--- config.mk ---
export PLATFORM = sky130hd
export DESIGN_NAME = bpi_table
export DESIGN_NICKNAME = d
export VERILOG_FILES = /design/src/rtl/core/bpi_pkg.sv /design/src/rtl/core/bpi_table.sv
export SDC_FILE = /design/constraint.sdc
export NUM_CORES = 2
export LEC_CHECK = 0
export CAP_MARGIN = 40
export CELL_PAD_IN_SITES_DETAIL_PLACEMENT = 0
export CELL_PAD_IN_SITES_GLOBAL_PLACEMENT = 1
export CORE_MARGIN = 10
export CORE_UTILIZATION = 40
export CTS_CLUSTER_SIZE = 28
export DETAILED_ROUTE_END_ITERATION = 8
export DONT_BUFFER_PORTS = 1
export PLACE_DENSITY_LB_ADDON = 0.1
export SLEW_MARGIN = 10
export SYNTH_ARGS = -nofsm -noshare
export SYNTH_HDL_FRONTEND = slang
export SYNTH_SLANG_ARGS = --single-unit
--- constraint.sdc ---
create_clock -name clk_i -period 13.64 [get_ports clk_i]
set_clock_uncertainty 0.15 [all_clocks]
set_input_delay 1.364 -clock clk_i [delete_from_list [all_inputs] [get_ports clk_i]]
set_output_delay 1.364 -clock clk_i [all_outputs]
set_load 0.02 [all_outputs]
--- src/rtl/core/bpi_pkg.sv ---
// breakpoint interpolator package: widths, codes and pipeline record types
// no dependencies
`timescale 1ns / 1ps

package bpi_pkg;

  localparam int unsigned ValueWidth = 32;
  localparam int unsigned TableDepth = 16;
  localparam int unsigned IdxWidth   = 4;
  localparam int unsigned SizeWidth  = 5;
  // quotient never exceeds the slope magnitude, so it fits in value width plus one
  localparam int unsigned DivSteps   = ValueWidth + 1;
  localparam int unsigned WideWidth  = ValueWidth + 1;

  localparam logic [1:0] ModeWrite   = 2'd0;
  localparam logic [1:0] ModeRawPhys = 2'd1;
  localparam logic [1:0] ModePhysRaw = 2'd2;

  localparam logic [1:0] CfgTableSize   = 2'd0;
  localparam logic [1:0] CfgInterpolate = 2'd1;

  // entries picked out by the table search
  typedef struct packed {
    logic                          valid;
    logic                          found;
    logic                          first;
    logic signed [ValueWidth-1:0]  query;
    logic signed [ValueWidth-1:0]  k_lo;
    logic signed [ValueWidth-1:0]  k_hi;
    logic signed [ValueWidth-1:0]  v_lo;
    logic signed [ValueWidth-1:0]  v_hi;
  } sel_t;

  // operands after the slope stage
  typedef struct packed {
    logic                          valid;
    logic                          direct;
    logic                          neg;
    logic signed [ValueWidth-1:0]  base;
    logic [WideWidth-1:0]          mag;
    logic [WideWidth-1:0]          span;
    logic [WideWidth-1:0]          dx;
  } slope_t;

  // one slot of the divider pipeline
  typedef struct packed {
    logic                          valid;
    logic                          direct;
    logic                          neg;
    logic signed [ValueWidth-1:0]  base;
    logic [WideWidth-1:0]          dx;
    logic [WideWidth-1:0]          rem;
    logic [WideWidth-1:0]          num;
    logic [WideWidth-1:0]          quo;
  } div_t;

endpackage

--- src/rtl/core/bpi_table.sv ---
// breakpoint table storage, write path and parallel search stage
// depends on bpi_pkg
`timescale 1ns / 1ps

module bpi_table (
  input  logic                                  clk_i,
  input  logic                                  rst_ni,
  input  logic                                  en_i,
  input  logic                                  accept_i,
  input  logic [1:0]                            mode_i,
  input  logic [bpi_pkg::IdxWidth-1:0]          entry_index_i,
  input  logic signed [bpi_pkg::ValueWidth-1:0] entry_raw_i,
  input  logic signed [bpi_pkg::ValueWidth-1:0] entry_phys_i,
  input  logic signed [bpi_pkg::ValueWidth-1:0] query_value_i,
  input  logic [bpi_pkg::SizeWidth-1:0]         table_size_i,
  output bpi_pkg::sel_t                         sel_o
);

  logic signed [bpi_pkg::ValueWidth-1:0] raw_q  [bpi_pkg::TableDepth];
  logic signed [bpi_pkg::ValueWidth-1:0] phys_q [bpi_pkg::TableDepth];

  logic                                  rev;
  logic [bpi_pkg::SizeWidth-1:0]         n_eff;
  logic [bpi_pkg::TableDepth-1:0]        hit;
  logic                                  found;
  logic [bpi_pkg::IdxWidth-1:0]          idx;
  logic [bpi_pkg::IdxWidth-1:0]          hi_idx;
  logic [bpi_pkg::IdxWidth-1:0]          lo_idx;
  logic [bpi_pkg::SizeWidth-1:0]         last_n;
  bpi_pkg::sel_t                         sel_d, sel_q;

  always_comb begin
    rev = (mode_i == bpi_pkg::ModePhysRaw);
    if (table_size_i == '0) begin
      n_eff = bpi_pkg::SizeWidth'(1);
    end else if (table_size_i > bpi_pkg::SizeWidth'(bpi_pkg::TableDepth)) begin
      n_eff = bpi_pkg::SizeWidth'(bpi_pkg::TableDepth);
    end else begin
      n_eff = table_size_i;
    end
    for (int j = 0; j < bpi_pkg::TableDepth; j++) begin
      hit[j] = (bpi_pkg::SizeWidth'(j) < n_eff) &&
               ((rev ? phys_q[j] : raw_q[j]) >= query_value_i);
    end
    // first key at least the query
    found = 1'b0;
    idx   = '0;
    for (int j = bpi_pkg::TableDepth - 1; j >= 0; j--) begin
      if (hit[j]) begin
        found = 1'b1;
        idx   = bpi_pkg::IdxWidth'(j);
      end
    end
    last_n = n_eff - bpi_pkg::SizeWidth'(1);
    hi_idx = found ? idx : last_n[bpi_pkg::IdxWidth-1:0];
    lo_idx = idx - bpi_pkg::IdxWidth'(1);

    sel_d.valid = accept_i &&
                  (mode_i == bpi_pkg::ModeRawPhys || mode_i == bpi_pkg::ModePhysRaw);
    sel_d.found = found;
    sel_d.first = (idx == '0);
    sel_d.query = query_value_i;
    sel_d.k_hi  = rev ? phys_q[hi_idx] : raw_q[hi_idx];
    sel_d.k_lo  = rev ? phys_q[lo_idx] : raw_q[lo_idx];
    sel_d.v_hi  = rev ? raw_q[hi_idx]  : phys_q[hi_idx];
    sel_d.v_lo  = rev ? raw_q[lo_idx]  : phys_q[lo_idx];
  end

  always_ff @(posedge clk_i) begin
    if (accept_i && mode_i == bpi_pkg::ModeWrite) begin
      raw_q[entry_index_i]  <= entry_raw_i;
      phys_q[entry_index_i] <= entry_phys_i;
    end
  end

  always_ff @(posedge clk_i or negedge rst_ni) begin
    if (!rst_ni) begin
      sel_q <= '0;
    end else if (en_i) begin
      sel_q <= sel_d;
    end
  end

  assign sel_o = sel_q;

endmodule

==> results by stage <==
Clocking:
- The number of CTS-inserted buffers is ~140.
- The clock reaches the later pin of the worst-skew pair after ~0.82 ns.
- The setup fix buffers added after clock tree synthesis is 0.
- In this run the deepest clock path goes through 3 buffers.
- The CTS clock-pin slew for the worst setup and hold paths is 0.06 ns.
- The maximum level of the CTS H-tree is 4.
- The number of clock sinks is around 1.2k.
- Once the clock tree was built, the resizer swapped 0 gates to a different size.
- The root buffer cell chosen for the clock tree is clkbuf_16.
- The hold-fix buffer count after cts is 0.
- TritonCTS built the clock tree.

Synth:
- The top cell type by total area after synthesis is edfxtp_1.
- The number of warning messages in the yosys log is 0.
- Averaged over all synthesized cells, the footprint is between 10 and 15 um2.
- The number of distinct library cells after synthesis is 94.
- Summing the sequential cell areas from Yosys gives a little under half of the chip area.
- The number of nets in the synthesized netlist is roughly 6.3k.
- Synthesis inferred about 1.2k register bits.
- By area the synthesized netlist is led by edfxtp_1, ha_1, mux2_2.
- Among all cell types in the netlist, the one instantiated most often is edfxtp_1.
- The synthesized design devotes to its leading area cell type 42.11% of total area.
- In the synthesized netlist, the number of instances is about 5.7k.
- Of all flip-flops after synthesis, the portion carrying an async set or reset was 13.73%.
- Summing every instance area after synthesis gives approximately 0.073 mm2.
- Sorting the synthesized cells by how often they occur yields edfxtp_1, mux2_2, ha_1.
- In the synthesized netlist the dominant register cell turns out to be edfxtp_1.
- The number of flops mapped to enable cells by yosys is between 1k and 1.5k.

Floorplanning:
- The die is ~450 um tall.
- The initial core utilization is 40.32%.
- Pin placement for this block handled 274 I/O pins.
- From left edge to right edge, the die measures around 450 um.
- The core area is 0.1811 mm2.
- The die covers between 0.2 and 0.25 mm2.
- The floorplan has ~160 rows.

Worst setup path:
- For the worst setup path, the data arrival time is a little over 10 ns.
- The worst register-to-register path begins at raw_q[8][31].
- The required time at the worst-slack endpoint is 14.17 ns.
- For the worst flop-to-flop path, the logic depth is 21.
- Tracing the worst setup path back leads to its startpoint at mode_i[0].
- Of all nets on the critical path, the largest fanout is between 80 and 90.
- STA classifies the critical path endpoint as a flop.
- The worst setup path is launched from an input port.
- The critical path is of the input port to flop type.

Flow run:
- The number of violations of the max-capacitance limit is 0.

Drt:
- The vias after detailed routing is 55.67k.
- The first detailed-routing pass ran for 7 iterations.
- The number of routed nets with antenna violations is 0.
- For this block, the initial DRC count from the detailed router was approximately 7.8k.
- The detailed-route wire length per cell is 41.11 um.
- The remaining design rule violation count is 0.
- The per-cell via count in the routed design is 6.854.
- Wires add up to approximately 330 mm.

Timing:
- Setup total negative slack on the finished layout was measured at 0 ns.
- In this run the tightest slew margin relative to its limit is a little under a fifth.
- The number of pins with negative max-slew slack in the final report is 0.
- Setup repair after global routing left no endpoint under its margin.
- The time the final worst path needs with I/O delays and setup is ~9.6 ns.
- Setup violations remaining at the end of the flow were counted as 0.
- Derived from the worst setup path, the maximum achievable clock frequency is 104.4 MHz.
- The final worst setup slack is slightly above 4 ns.
- The ratio of final minimum period to clock period is 70.23%.
- For the pin with the worst max-slew slack, the measured transition is approximately 1.2 ns.
- The number of hold violations in the final report came to 0.

Cells and area:
- The share of the core filled with cells is between 40% and 50%.
- The share of layout cells above drive strength 1 is between 20% and 30%.
- The area used by multi-input combinational logic is 0.03655 mm2.
- The layout-stage area growth over the synthesis result is 11.78%.
- The final design area excluding fillers is about 0.08 mm2.
- Leaving out filler cells and counting taps, the final layout contains 8122.
- The sequential cells in the finished layout cover a total of around 0.035 mm2.
- For this run, the post-layout net count is approximately 6.3k.
- The filler cell count is between 15k and 20k.

GRT:
- The initial antenna violation count is 21.
- Global routing finished with a remaining overflow of 0.
- The number of global-route vias before repair is between 50k and 60k.
- The wire length of the first global-routing pass is between 400 and 500 mm.
- The maximum number of pins on one net before global-route repair is 164.
- The overall global routing resource usage is about a third.

Placement:
- The quantity of I/O buffers inserted on ports is 0.
- Summed over all nets, the half-perimeter wirelength after detailed placement is between 200 and 250 mm.
- The placed cell area is approximately 0.077 mm2.
- The number of placed instances, taps included, is roughly 7.9k.
- Before CTS, the worst setup slack after placement is approximately 3 ns.
- At the end of routability-driven placement, the weighted congestion stood at 0.9996.

Outcome:
- The run finished with clean final reports.

Power:
- In this run the static leakage power is 30.04 nW.
- The worst-case IR drop observed on VDD is 101.2 uV.
- Power spread over the standard cell area amounts to about 130 mW/mm2.

Worst hold path:
- The class of the tightest hold or removal check is input port to async pin.
## path summary, 6_finish.rpt
path                         endpoint  slack (ns)
max                         sel_o[48]        4.06
min                        sel_o[106]        0.11
max reg2reg                 sel_o[48]        5.51
min reg2reg                 sel_o[62]        0.48
max in group asynchronous   sel_o[57]       12.84
min in group clk_i          sel_o[62]        0.48
## registers in the layout, indices dropped and copies added (netlist names)
| signal | flops |
|---|---|
| sel_o | 163 |
| raw_q | 512 |
| phys_q | 512 |
## final cells by class
type                    instances  share of cell area (%)
multi-input cells            3994                   44.77
clock inverters                74                  0.8630
flip-flops and latches       1187                   42.67
clock buffers                 186                   4.859
well taps                    2370                   3.633
repair buffers                186                   2.629
diodes                          3                0.009197
inverters                     122                  0.5717
## layer usage
layer	wire [um]	up-vias	GRT usage (%)
li1	-	22791	-
met1	139400	28916	44.99
met2	145100	3352	48.68
met3	34630	586	8.406
met4	14590	22	12.23
met5	160	-	0
## critical path, cell delays in order
cell and delay, ns:
inv_1 0.11, ha_4 0.59, buf_4 0.34, buf_12 0.42, mux2_2 0.45, ha_1 0.32, a2111oi_0 0.40, o21ai_1 0.13
o221ai_1 0.47, o211ai_1 0.39, a32o_1 0.33, or2_0 0.24, a2111oi_0 0.58, a31o_4 0.27, buf_16 0.25, inv_8 0.24
ha_4 0.28, nor2_1 0.09, nor4b_1 0.27, or4b_4 0.55, buf_12 0.47, mux2i_1 0.47, mux2i_1 0.22, a22oi_1 0.22
o21ai_0 0.11
## per-stage QoR
stage / hold slack [ns] / total power [mW]
floorplan: 0.4482 / 5.957
CTS: 0.06326 / 10.70
detailed placement: 0.4789 / 6.822
global placement: 0.4747 / 6.777
finish: 0.1139 / 10.67
global route: 0.07799 / 11.03
## cell families (layout without fill, tap and decap cells)
kind of cell             count (synthesis)  count (layout)  synth area share [%]
buffers and inverters                  502             568                 2.800
AND/OR/NAND/NOR                       1063            1063                 7.345
AO/OA/AOI/OAI                         1151            1151                 10.55
flip-flops                            1187            1187                 47.69
multiplexers                          1261            1261                 22.73
XOR/XNOR                                 3               3               0.04627
other                                    0               3                     0
adder cells (fa/ha/maj)                516             516                 8.841
## power by group
| part | leakage [nW] | switching (mW) | total [mW] | internal (mW) |
|---|---|---|---|---|
| Clock | 2.28 | 1.63 | 3.89 | 2.26 |
| Combinational | 16.6 | 1.44 | 2.39 | 0.953 |
| Sequential | 11.2 | 0.302 | 4.39 | 4.09 |
## placed cells by master (no fill, tap or decap), drive strengths merged, types with 42 or more instances in the layout
cell    synthesis  routed
inv           121     126
a21o           44      44
mux4          263     263
edfxtp       1024    1024
mux2i         452     452
nand3         280     280
dfrtp         163     163
a21oi         290     290
clkbuf        221     186
and3           60      60
ha            516     516
o22ai          59      59
buf           159     185
nand2         304     304
nand4         139     139
clkinv          1      50
o221ai         49      49
a311o          44      44
o21ai         274     274
a22oi          68      68
mux2          546     546
nor2           90      90
nor2b          42      42
(Power assumes the default switching activity.)
