$ cat src/rtl/core/bpi_pkg.sv
// breakpoint interpolator package: widths, codes and pipeline record types
// no dependencies
`timescale 1ns / 1ps

package bpi_pkg;

  localparam int unsigned ValueWidth = 32;
  localparam int unsigned TableDepth = 16;
  localparam int unsigned IdxWidth   = 4;
  localparam int unsigned SizeWidth  = 5;
  // quotient never exceeds the slope magnitude, so it fits in value width plus one
  localparam int unsigned DivSteps   = ValueWidth + 1;
  localparam int unsigned WideWidth  = ValueWidth + 1;

  localparam logic [1:0] ModeWrite   = 2'd0;
  localparam logic [1:0] ModeRawPhys = 2'd1;
  localparam logic [1:0] ModePhysRaw = 2'd2;

  localparam logic [1:0] CfgTableSize   = 2'd0;
  localparam logic [1:0] CfgInterpolate = 2'd1;

  // entries picked out by the table search
  typedef struct packed {
    logic                          valid;
    logic                          found;
    logic                          first;
    logic signed [ValueWidth-1:0]  query;
    logic signed [ValueWidth-1:0]  k_lo;
    logic signed [ValueWidth-1:0]  k_hi;
    logic signed [ValueWidth-1:0]  v_lo;
    logic signed [ValueWidth-1:0]  v_hi;
  } sel_t;

  // operands after the slope stage
  typedef struct packed {
    logic                          valid;
    logic                          direct;
    logic                          neg;
    logic signed [ValueWidth-1:0]  base;
    logic [WideWidth-1:0]          mag;
    logic [WideWidth-1:0]          span;
    logic [WideWidth-1:0]          dx;
  } slope_t;

  // one slot of the divider pipeline
  typedef struct packed {
    logic                          valid;
    logic                          direct;
    logic                          neg;
    logic signed [ValueWidth-1:0]  base;
    logic [WideWidth-1:0]          dx;
    logic [WideWidth-1:0]          rem;
    logic [WideWidth-1:0]          num;
    logic [WideWidth-1:0]          quo;
  } div_t;

endpackage

$ cat src/rtl/core/bpi_div_step.sv
// one registered restoring division step of the interpolation divider
// depends on bpi_pkg
`timescale 1ns / 1ps

module bpi_div_step (
  input  logic          clk_i,
  input  logic          rst_ni,
  input  logic          en_i,
  input  bpi_pkg::div_t d_i,
  output bpi_pkg::div_t q_o
);

  logic [bpi_pkg::WideWidth:0] trial;
  logic [bpi_pkg::WideWidth:0] diff;
  logic                        take;
  bpi_pkg::div_t               step_d, step_q;

  always_comb begin
    trial  = {d_i.rem, d_i.num[bpi_pkg::WideWidth-1]};
    diff   = trial - {1'b0, d_i.dx};
    take   = (trial >= {1'b0, d_i.dx});
    step_d = d_i;
    step_d.rem = take ? diff[bpi_pkg::WideWidth-1:0] : trial[bpi_pkg::WideWidth-1:0];
    step_d.num = {d_i.num[bpi_pkg::WideWidth-2:0], 1'b0};
    step_d.quo = {d_i.quo[bpi_pkg::WideWidth-2:0], take};
  end

  always_ff @(posedge clk_i or negedge rst_ni) begin
    if (!rst_ni) begin
      step_q <= '0;
    end else if (en_i) begin
      step_q <= step_d;
    end
  end

  assign q_o = step_q;

endmodule
$ cat config.mk
export PLATFORM = sky130hd
export DESIGN_NAME = bpi_div_step
export DESIGN_NICKNAME = d
export VERILOG_FILES = /design/src/rtl/core/bpi_pkg.sv /design/src/rtl/core/bpi_div_step.sv
export SDC_FILE = /design/constraint.sdc
export NUM_CORES = 1
export LEC_CHECK = 0
export BUFFER_PORTS_ARGS = -buffer_cell sky130_fd_sc_hd__buf_2
export CORE_AREA = 2 2 130 132
export CTS_CLUSTER_SIZE = 12
export DETAILED_ROUTE_END_ITERATION = 10
export DIE_AREA = 0 0 132 134
export PLACE_DENSITY = 0.87
export SETUP_SLACK_MARGIN = 0.2
export SYNTH_ARGS = -nofsm -noshare
export SYNTH_HDL_FRONTEND = slang
export SYNTH_SLANG_ARGS = --single-unit
$ cat constraint.sdc
create_clock -name clk_i -period 1.1 [get_ports clk_i]
set_input_delay 0.055 -clock clk_i [delete_from_list [all_inputs] [get_ports clk_i]]
set_output_delay 0.055 -clock clk_i [all_outputs]
set_load 0.05 [all_outputs]
==> results by group, run 1 <==
Placement
  – Post-DP HPWL: about 21000 um
  – Port-buffer cells: 334
  – Placer congestion estimate: 0.944
  – Placed insts: between 1k and 1.5k
  – Placed cell area: 0.0118 mm^2

Floorplan
  – Io pins: 337
  – Die H: roughly 130 um
  – Die X: approximately 130 um
  – FP Rows: 47
  – Initial core utilization: 52.1%

Yosys
  – Fraction of the mapped netlist area in simple logic gates: a little under a tenth
  – Cells after Synth: 765
  – Top cells by area, synth: dfrtp_1, mux2_2, ha_1, nand2_1, a21oi_1
  – Top-area cell type share of the netlist area: between 40% and 50%
  – Area leader, netlist: dfrtp_1
  – Number of synthesized flops with an enable pin: 0
  – Synth Area in Compound Gates: 12.4%
  – Yosys warns: 0
  – Post-Synth Adder-Cell Area: approximately 5%
  – Mapped cell area: between 0.008 and 0.009 mm^2
  – Largest family of logic cells by synthesized area: multiplexers
  – Synth Flop Type: dfrtp_1
  – Post-Synth XOR/XNOR Area: roughly 2.3%
  – Mux cell area share after synthesis: between 15 and 20%
  – Register area share after synthesis: about half
  – Post-synth net total: about 970
  – Syn_area_per_cell: ~11 um^2
  – Ys async rst share: 100%
  – Distinct cell type count after synthesis: 57
  – #FFs+latches synth: between 150 and 200

Clocking
  – Clk root buf: clkbuf_16
  – CTS Sinks: roughly 170
  – CTS Buf Count: 17
  – Maximum clock path buffer count: 2
  – CTS H-Tree Depth: 4

Global route
  – Largest net degree at the start of global routing: 55

Status
  – Fail Step: global routing
  – Run status: stopped before the end
  – Tool error: [ERROR DPL-0038] Utilization greater than 100%, impossible to legalize

STA
  – Worst endpoint after global-route timing repair: q_o[84]$_DFFE_PN0P_/D
  – Worst endpoint type: register data pin
## logic make-up after synthesis
| group | after synthesis |
|---|---|
| buffers and inverters | 83 |
| adder cells (fa/ha/maj) | 34 |
| flip-flops | 166 |
| other | 1 |
| AO/OA/AOI/OAI | 152 |
| XOR/XNOR | 22 |
| AND/OR/NAND/NOR | 172 |
| multiplexers | 135 |
## timing repair
item / 4_1_cts
hold endpoints to repair: 315
hold buffers: 150
setup buffers: 39
endpoints found under the setup margin: 200
pin swaps: 28
resized for setup: 453
## cells in the mapped netlist (2+ instances only)
cell         n
buf_2        3
or3_1        2
a21oi_1     37
a21oi_4      2
nand2b_1     4
buf_6        3
buf_4        2
o21bai_2     2
a211oi_1     3
nand2_1     75
nand4_1      4
nor2_1      44
and2_1       2
a2bb2oi_1    5
xnor2_1     19
mux2i_1      3
o21ai_0     25
buf_8        2
o21a_1       3
nor3_1       6
a211oi_2     2
o2111ai_1    3
a31oi_1     29
o211ai_1     4
a21oi_2      2
o21bai_1     8
and3_1       4
inv_1       44
clkbuf_1    28
nor2b_1      4
dfrtp_1    166
nand3_1     18
a21o_1      16
ha_1        33
a21boi_0     2
mux2_2     132
xor2_1       3
nand4b_1     2
## stage by stage
step / hold WS [ps] / worst slack [ps] / utilization (%) / TNS, ps
2_1_floorplan: -241 / -945 / - / -29600
3_3_place_gp: -58.8 / -1150 / 72.2 / -37860
3_5_place_dp: -56.5 / -1230 / 72.2 / -40110
4_1_cts: 2.19 / -701 / 95.7 / -22300
==> run 2: changes to the inputs <==
CORE_AREA = unset   (was 2 2 130 132)
CORE_UTILIZATION = 40   (was unset)
CTS_CLUSTER_SIZE = unset   (was 12)
DIE_AREA = unset   (was 0 0 132 134)
PLACE_DENSITY = unset   (was 0.87)
PLACE_DENSITY_LB_ADDON = 0.15   (was unset)
SETUP_SLACK_MARGIN = unset   (was 0.2)
==> results by group, run 2 <==
STA
  – Skew final: 0 ps
  – F_max: 0.531 GHz
  – RSZ-0062 raised after global routing: true
  – Final Critical Period: 1880 ps
  – Min setup slack post-route: -783 ps
  – Final setup vio count: 35
  – Final Hold Vio Count: 0
  – Final period utilization: 171%
  – Final Max Slew Viols: 0

Pwr
  – Pint: between 10 and 15 mW
  – Peak supply drop: 1270 uV
  – Clock share of power: around 29%
  – Switching power: roughly 8.4 mW
  – Tot Pwr: ~22 mW
  – Lkg Pwr: just over 7 nW
  – Sequential power share: around a third
  – Pwr Density: 1480 mW/mm^2
  – Combinational power share: approximately two fifths
  – Net Sw Frac: 37.8%

Worst setup path
  – R2R cell count: 2
  – Critical path class: primary input to flip-flop
  – CP max FO: 6
  – CP startpoint kind: primary input
  – Critical path capture point type: flip-flop
  – Critical path arrival: around 2200 ps
  – Required time worst endpoint: approximately 1500 ps

Min path
  – Hold Path Depth: 4
  – Worst min path class: primary input to flip-flop

Status
  – Run status: complete, but fails checks
  – Failing checks: negative setup slack

Clocking
  – Clk root buf: clkbuf_16
  – Maximum clock path buffer count: 2
  – CTS H-Tree Depth: 4
  – CTS Buf Count: 17
  – Clk_lat worst skew: approximately 440 ps
  – CTS tree: built
  – CTS Sinks: 166
  – Clk pin slew, worst setup/hold paths: roughly 70 ps

Route
  – Routed WL: between 30000 and 40000 um
  – DRT antenna net count: 0
  – DR DRC count: 0
  – Via Count: 8327
  – TritonRoute pass-1 iters: 4
  – DR WL/cell: 18.1 um
  – DR vias/cell: roughly 5.0
  – Iteration-0 DRC count of the detailed router: 250

Yosys
  – Fraction of the mapped netlist area in simple logic gates: ~9.1%
  – Cell with the most instances after synthesis: dfrtp_1
  – Distinct cell type count after synthesis: 57
  – #FFs+latches synth: roughly 170
  – Post-Synth Adder-Cell Area: 5.10%
  – Synth Flop Type: dfrtp_1
  – Ys async rst share: between 90% and 100%
  – Synth Area in Compound Gates: around an eighth
  – Top cells by area, synth: dfrtp_1, mux2_2, ha_1, nand2_1, a21oi_1
  – Mux cell area share after synthesis: between 10% and 20%
  – Mapped cell area: roughly 0.0085 mm^2
  – Syn_area_per_cell: ~11 um^2
  – Largest family of logic cells by synthesized area: multiplexers
  – Top-area cell type share of the netlist area: approximately 49%
  – Area leader, netlist: dfrtp_1
  – Register area share after synthesis: around half
  – Post-synth net total: between 900 and 1k
  – Commonest cells post-synth: dfrtp_1, mux2_2, nand2_1
  – Number of synthesized flops with an enable pin: 0
  – Post-Synth XOR/XNOR Area: between 2 and 2.5%
  – Yosys warns: 0
  – Cells after Synth: about 770

Floorplan
  – Io pins: roughly 340
  – FP Rows: 52
  – Die X: approximately 150 um
  – Initial core utilization: just over 40%
  – Core area: roughly 0.020 mm^2
  – Die H: 148 um
  – Die Area: around 0.022 mm^2

Finish
  – Finished Layout Cells: 1670
  – Nets: about 1.6k
  – Max reg flops: approximately 170
  – Commonest non-fill, non-tap cell in the layout: buf_4
  – Share of layout cells above drive strength 1: 52.1%
  – Most frequent cells in the layout: buf_4, dfrtp_1, buf_2
  – Area growth syn-to-layout: 76.0%

Global route
  – GRT Util Overall: between 20% and 30%
  – Vias in the first global route: around 9k
  – Global-route wire length before repair: 45700 um
  – Largest net degree at the start of global routing: 51
  – Initial antenna violation count: 4
  – Total grt overflow: 0

Placement
  – Placed insts: between 1k and 1.5k
  – Port-buffer cells: ~330
  – Placer congestion estimate: roughly 0.8
  – Post-DP HPWL: approximately 19000 um

Run
  – Max-Cap Viols: 0
[run 2: cell counts after synthesis]
No cell type changed its count.
[run 2: worst max-delay path, stage by stage]
cell and delay, ps:
buf_2 110, buf_4 150, fa_2 420, a21oi_4 150
o21ai_2 80, a211oi_2 260, nor2_2 90, o31ai_4 200
and2_4 270, buf_12 130, buf_8 110, nand2_2 40
a31oi_1 160
[run 2: path summary, 6_finish.rpt]
| kind | slack [ps] | endpoint | from |
|---|---|---|---|
| hold / removal | 20 | q_o[80] | d_i[79] |
| min in group asynchronous | 110 | q_o[66] | rst_ni |
| hold reg to reg | 510 | q_o[3] | q_o[3] |
| setup / recovery | -780 | q_o[90] | d_i[66] |
| setup reg to reg | 170 | q_o[57] | q_o[57] |
| max in group asynchronous | 460 | q_o[120] | rst_ni |
[run 2: logic make-up after synthesis]
logic type	after synthesis
AO/OA/AOI/OAI	152
XOR/XNOR	22
adder cells (fa/ha/maj)	34
buffers and inverters	83
flip-flops	166
multiplexers	135
other	1
AND/OR/NAND/NOR	172
[run 2: final cells by class]
type,count,area [um^2]
Clock buffer,18,429
Clock inverter,14,193
Multi-Input combinational cell,516,4400
Sequential cell,166,4150
Fill cell,1382,5560
Antenna cell,4,10.0
Tap cell,270,338
Inverter,44,183
Timing Repair Buffer,638,5230
[run 2: power by group through the flow]
stage	logic (mW)	registers (mW)	clock network (mW)
after global routing	8.95	7.40	6.71
after global placement	6.93	7.27	0
after floorplan	2.12	9.85	0
final	8.49	7.32	6.36
after detailed placement	6.98	7.29	0
after CTS	8.13	7.23	6.45
[run 2: repair_timing]
item	in CTS	in global routing
setup endpoints to repair	190	106
gates cloned	2	0
pin swaps	28	32
setup buffers	19	3
resized for setup	208	110
hold buffers	157	0
hold endpoints to repair	320	0
[run 2: routing by layer]
metal  routed length [um]  GRT usage (%)
met2                15300           47.5
met4                 1170           11.2
met5                    0              0
met1                11900           31.5
met3                 1760           6.11
[run 2: through the flow]
step | hold WS, ps | util [%] | TNS, ps | cell area [um^2] | setup WS [ps]
finish | 17.2 | 72.9 | -24530 | 14900 | -783
global route | 26.2 | 72.9 | -27860 | 14900 | -877
CTS | 1.88 | 71.0 | -23300 | 14500 | -744
detailed placement | 11.6 | 56.4 | -40300 | 11600 | -1230
global placement | 12.7 | 56.4 | -38890 | 11600 | -1180
floorplan | -241 | - | -29600 | 8690 | -945
(Power assumes the default switching activity.)
==> run 3: changes to the inputs <==
SKIP_LAST_GASP = 1   (was unset)
==> results by group, run 3 (synthesis gave the netlist of run 2 again) <==
STA
  – F_max: around 0.53 GHz
  – WHS: roughly 4.3 ps
  – Worst-margin pin slew: slightly above 500 ps
  – RSZ-0062 raised after global routing: true
  – Final period utilization: 172%
  – Final Critical Period: about 1900 ps
  – Final Hold Vio Count: 0
  – Final Max Slew Viols: 0
  – Skew final: 0 ps
  – Min setup slack post-route: -792 ps
  – Rel. slew slack: 65.3%
  – Final setup vio count: 36

Placement
  – Placer congestion estimate: between 0.8 and 0.9
  – Post-DP HPWL: about 19000 um
  – Port-buffer cells: 334
  – Placed insts: between 1k and 1.5k

Finish
  – Nets: around 1.6k
  – Commonest non-fill, non-tap cell in the layout: buf_4
  – FILL cells: about 1.4k
  – Most frequent cells in the layout: buf_4, dfrtp_1, buf_2
  – Finished Layout Cells: about 1.7k
  – Area growth syn-to-layout: 75.1%
  – Max reg flops: approximately 170
  – Share of layout cells above drive strength 1: between 50% and 60%

Pwr
  – Net Sw Frac: ~38%
  – Sequential power share: about a third
  – Lkg Pwr: between 7 and 8 nW
  – Peak supply drop: roughly 1300 uV
  – Clock share of power: about 29%
  – Combinational power share: 38.1%
  – Pwr Density: 1490 mW/mm^2
  – Switching power: roughly 8.3 mW
  – Pint: roughly 14 mW

Floorplan
  – Die H: around 150 um
  – Die X: between 100 and 150 um
  – FP Rows: 52
  – Initial core utilization: 41.4%
  – Core area: between 0.02 and 0.025 mm^2
  – Io pins: 337
  – Die Area: approximately 0.022 mm^2

Clocking
  – Clk_lat worst skew: 440 ps
  – Maximum clock path buffer count: 2
  – Clk pin slew, worst setup/hold paths: approximately 70 ps
  – CTS H-Tree Depth: 4
  – Clk root buf: clkbuf_16
  – CTS Buf Count: 17
  – CTS Sinks: 166
  – CTS tree: built

Run
  – Max-Cap Viols: 0

Route
  – Via Count: ~8.3k
  – DRT antenna net count: 0
  – TritonRoute pass-1 iters: 4
  – Iteration-0 DRC count of the detailed router: 283
  – DR DRC count: 0
  – DR vias/cell: 4.98
  – Routed WL: roughly 30000 um
  – DR WL/cell: roughly 18 um

Worst setup path
  – Critical path class: primary input to flip-flop
  – CP startpoint kind: primary input
  – Critical path capture point type: flip-flop
  – Critical path arrival: ~2200 ps
  – CP max FO: 23
  – Required time worst endpoint: 1410 ps

Global route
  – Global-route wire length before repair: 45700 um
  – Initial antenna violation count: 4
  – Vias in the first global route: between 8k and 9k
  – GRT Util Overall: between 20% and 30%
  – Largest net degree at the start of global routing: 51
  – Total grt overflow: 0

Status
  – Run status: complete, but fails checks
  – Failing checks: negative setup slack

Min path
  – Worst min path class: primary input to flip-flop
[run 3: changes by cell type in the layout (fill, tap and decap cells not counted), moves of 2 or more]
cell and change:
a31oi_4 -3, o21ai_1 -2, o21ai_0 +2, a21boi_1 +2
a31oi_2 +3
[run 3: metrics by stage]
stage	setup WS (ps)	setup TNS [ps]	instance area [um^2]	total power, mW	utilization, %
2_1_floorplan	-945	-29600	8690	12.0	-
3_3_place_gp	-1180	-38890	11600	14.2	56.4
3_5_place_dp	-1230	-40300	11600	14.3	56.4
4_1_cts	-744	-23380	14500	21.8	70.9
5_1_grt	-876	-27840	14900	23.0	72.5
6_report	-792	-24730	14900	22.1	72.5
[run 3: path summary, 6_finish.rpt]
check | from | to | slack, ps | cells after the start
min reg2reg | q_o[109] | q_o[109] | 510 | 1
max | d_i[66] | q_o[79] | -790 | 13
min in group asynchronous | rst_ni | q_o[66] | 110 | 2
max in group asynchronous | rst_ni | q_o[120] | 470 | 3
max reg2reg | q_o[57] | q_o[57] | 170 | 2
min | d_i[79] | q_o[80] | 4 | 4
[run 3: layout make-up]
cell class	count	area, um^2	area share, %
Sequential cell	166	4150	28.0
Timing Repair Buffer	638	5230	35.2
Multi-Input combinational cell	516	4320	29.1
Antenna cell	4	10.0	0.0674
Tap cell	270	338	2.27
Clock inverter	14	193	1.30
Clock buffer	18	429	2.89
Inverter	44	183	1.23
[run 3: layer usage]
| layer | share of wire, % | vias to the layer above | wire [um] | GRT usage, % |
|---|---|---|---|---|
| met5 | 0 | - | 0 | 0 |
| met4 | 3.6 | 0 | 1070 | 11.0 |
| met3 | 5.7 | 65 | 1720 | 6.02 |
| met2 | 51 | 296 | 15300 | 47.5 |
| met1 | 40 | 4024 | 11900 | 31.5 |
| li1 | - | 3936 | - | - |
[run 3: critical path, stage by stage]
cell and delay [ps]:
buf_2 120, buf_4 150, fa_2 420, a21oi_4 150, o21ai_2 80, a211oi_2 260, nor2_2 90, o31ai_4 200
buf_4 160, nand2_2 80, buf_12 170, mux2i_1 150, o21ai_0 100
[run 3: timing repair]
item                                    CTS  global route
hold buffers                            157             0
buffers inserted                         19             3
gates resized for setup                 205           101
cloned                                    2             0
pin swaps                                28            29
hold endpoints to repair                320             0
endpoints found under the setup margin  190           106
[run 3: power groups by stage]
stage          logic, mW  registers (mW)  clock network (mW)
5_1_grt             8.88            7.40                6.71
3_5_place_dp        6.98            7.29                   0
4_1_cts             8.12            7.23                6.45
2_1_floorplan       2.12            9.85                   0
3_3_place_gp        6.93            7.27                   0
6_report            8.43            7.31                6.36
==> run 4: changes to the inputs <==
clock period = 1.8 ns   (was 1.1 ns; I/O delays follow)
==> results by group, run 4 (synthesis gave the netlist of run 2 again) <==
Floorplan
  – FP Rows: 52
  – Die Area: around 0.022 mm^2
  – Die X: ~150 um
  – Core area: around 0.020 mm^2
  – Initial core utilization: between 40% and 50%
  – Io pins: 337
  – Die H: ~150 um

Pwr
  – Switching power: between 4 and 5 mW
  – Sequential power share: between 30% and 40%
  – Lkg Pwr: ~6.8 nW
  – Combinational power share: between 30% and 40%
  – Clock share of power: approximately 28%
  – Pwr Density: roughly 900 mW/mm^2
  – Pint: just under 8 mW
  – Net Sw Frac: about two fifths
  – Peak supply drop: about 590 uV

Status
  – Failing checks: negative setup slack
  – Run status: complete, but fails checks

Route
  – DRT antenna net count: 0
  – DR WL/cell: around 17 um
  – Iteration-0 DRC count of the detailed router: 264
  – Via Count: between 8k and 9k
  – DR DRC count: 0
  – Routed WL: about 28000 um
  – TritonRoute pass-1 iters: 4
  – DR vias/cell: 4.98

Min path
  – Worst min path class: primary input to flip-flop
  – Worst hold endpoint: q_o[85]
  – Hold Path Depth: 4
  – Hold Path Origin: d_i[84]

Clocking
  – CTS Buf Count: 17
  – Maximum clock path buffer count: 2
  – Clk root buf: clkbuf_16
  – CTS Sinks: 166
  – Clk pin slew, worst setup/hold paths: 70 ps
  – CTS tree: built
  – CTS H-Tree Depth: 4
  – Clk_lat worst skew: 420 ps

Worst setup path
  – R2r setup slk: 1000 ps
  – CP startpoint kind: primary input
  – Critical path capture point type: flip-flop
  – Required time worst endpoint: approximately 2100 ps
  – Critical path class: primary input to flip-flop
  – R2R cell count: 1
  – Capturing point of the worst reg2reg path: q_o[11]
  – Worst R2R Start: q_o[11]
  – Critical path arrival: ~2200 ps
  – CP max FO: 3

Global route
  – Vias in the first global route: between 8k and 9k
  – Total grt overflow: 0
  – GRT Util Overall: ~25%
  – Initial antenna violation count: 0
  – Largest net degree at the start of global routing: 46
  – Global-route wire length before repair: 43700 um

Finish
  – FILL cells: 1554
  – Nets: roughly 1.6k
  – Share of layout cells above drive strength 1: between 50% and 60%
  – Max reg flops: approximately 170
  – Finished Layout Cells: between 1.5k and 2k
  – N_diodes: 0
  – Commonest non-fill, non-tap cell in the layout: buf_2
  – Seq. cell area: 0.00415 mm^2
  – Area growth syn-to-layout: 66.8%
  – Multi-input gate area: around 0.0045 mm^2
  – Most frequent cells in the layout: buf_2, dfrtp_1, dlygate4sd3_1

Placement
  – Placed insts: around 1.5k
  – Port-buffer cells: 334
  – Placer congestion estimate: about 0.87
  – Dpl ws: -552 ps
  – Post-DP HPWL: between 15000 and 20000 um

STA
  – Final Critical Period: between 1500 and 2000 ps
  – Setup_tns: -486 ps
  – F_max: approximately 0.54 GHz
  – Final Hold Vio Count: 0
  – Final setup vio count: 24
  – RSZ-0062 raised after global routing: true
  – Final Max Slew Viols: 0
  – Final period utilization: 103%
  – Skew final: 0 ps
  – Min setup slack post-route: -50.6 ps

Run
  – Max-Cap Viols: 0
==> run 4: how the worst max path moves through the flow <==
stage / from / end
after floorplan: d_i[65] / q_o[75]
after global placement: d_i[65] / q_o[98]
after detailed placement: d_i[65] / q_o[80]
after CTS: d_i[65] / q_o[82]
after global routing: d_i[65] / q_o[72]
final: d_i[107] / q_o[87]
==> run 4: final cells by class <==
type / count / share of cell area [%]
clock buffers: 18 / 3.10
clock inverters: 14 / 0.919
multi-input cells: 516 / 31.5
inverters: 44 / 1.29
well taps: 270 / 2.39
flip-flops and latches: 166 / 29.3
repair buffers: 625 / 31.4
==> run 4: metrics by stage <==
step	hold slack, ps	utilization [%]	total power, mW	instance area (um^2)
after floorplan	-206	-	7.31	8670
after global placement	-48.5	56.4	8.70	11600
after detailed placement	-46.5	56.4	8.75	11600
after CTS	23.7	67.4	12.7	13800
after global routing	54.1	69.1	13.3	14200
final	49.4	69.1	12.8	14200
==> run 4: routing by layer <==
layer | global-route usage (%) | share of wire, %
met2 | 45.4 | 52
met1 | 29.7 | 40
met4 | 9.38 | 2.8
met3 | 5.96 | 5.3
met5 | 0 | 0
==> run 4: power by group through the flow <==
stage,clock [mW],sequential [mW],combinational [mW]
floorplan,0,6.02,1.29
global placement,0,4.44,4.26
detailed placement,0,4.46,4.29
CTS,3.69,4.39,4.63
global route,3.82,4.46,5.07
finish,3.60,4.40,4.80
==> run 4: repair_timing <==
| item | 4_1_cts | 5_1_grt |
|---|---|---|
| endpoints found under the hold margin | 315 | 0 |
| resized for setup | 27 | 70 |
| setup endpoints to repair | 33 | 33 |
| buffers inserted | 7 | 3 |
| hold buffers | 150 | 0 |
| cloned | 1 | 1 |
| pin swaps | 9 | 54 |
==> run 4: worst max-delay path, stage by stage <==
cell and delay [ps]:
buf_2 100, inv_1 40, ha_1 300, a21oi_2 160, nor2b_1 60, or4b_1 460, o21bai_2 250, a31oi_2 280
nand2b_1 110, xnor2_1 210, o21ai_0 100
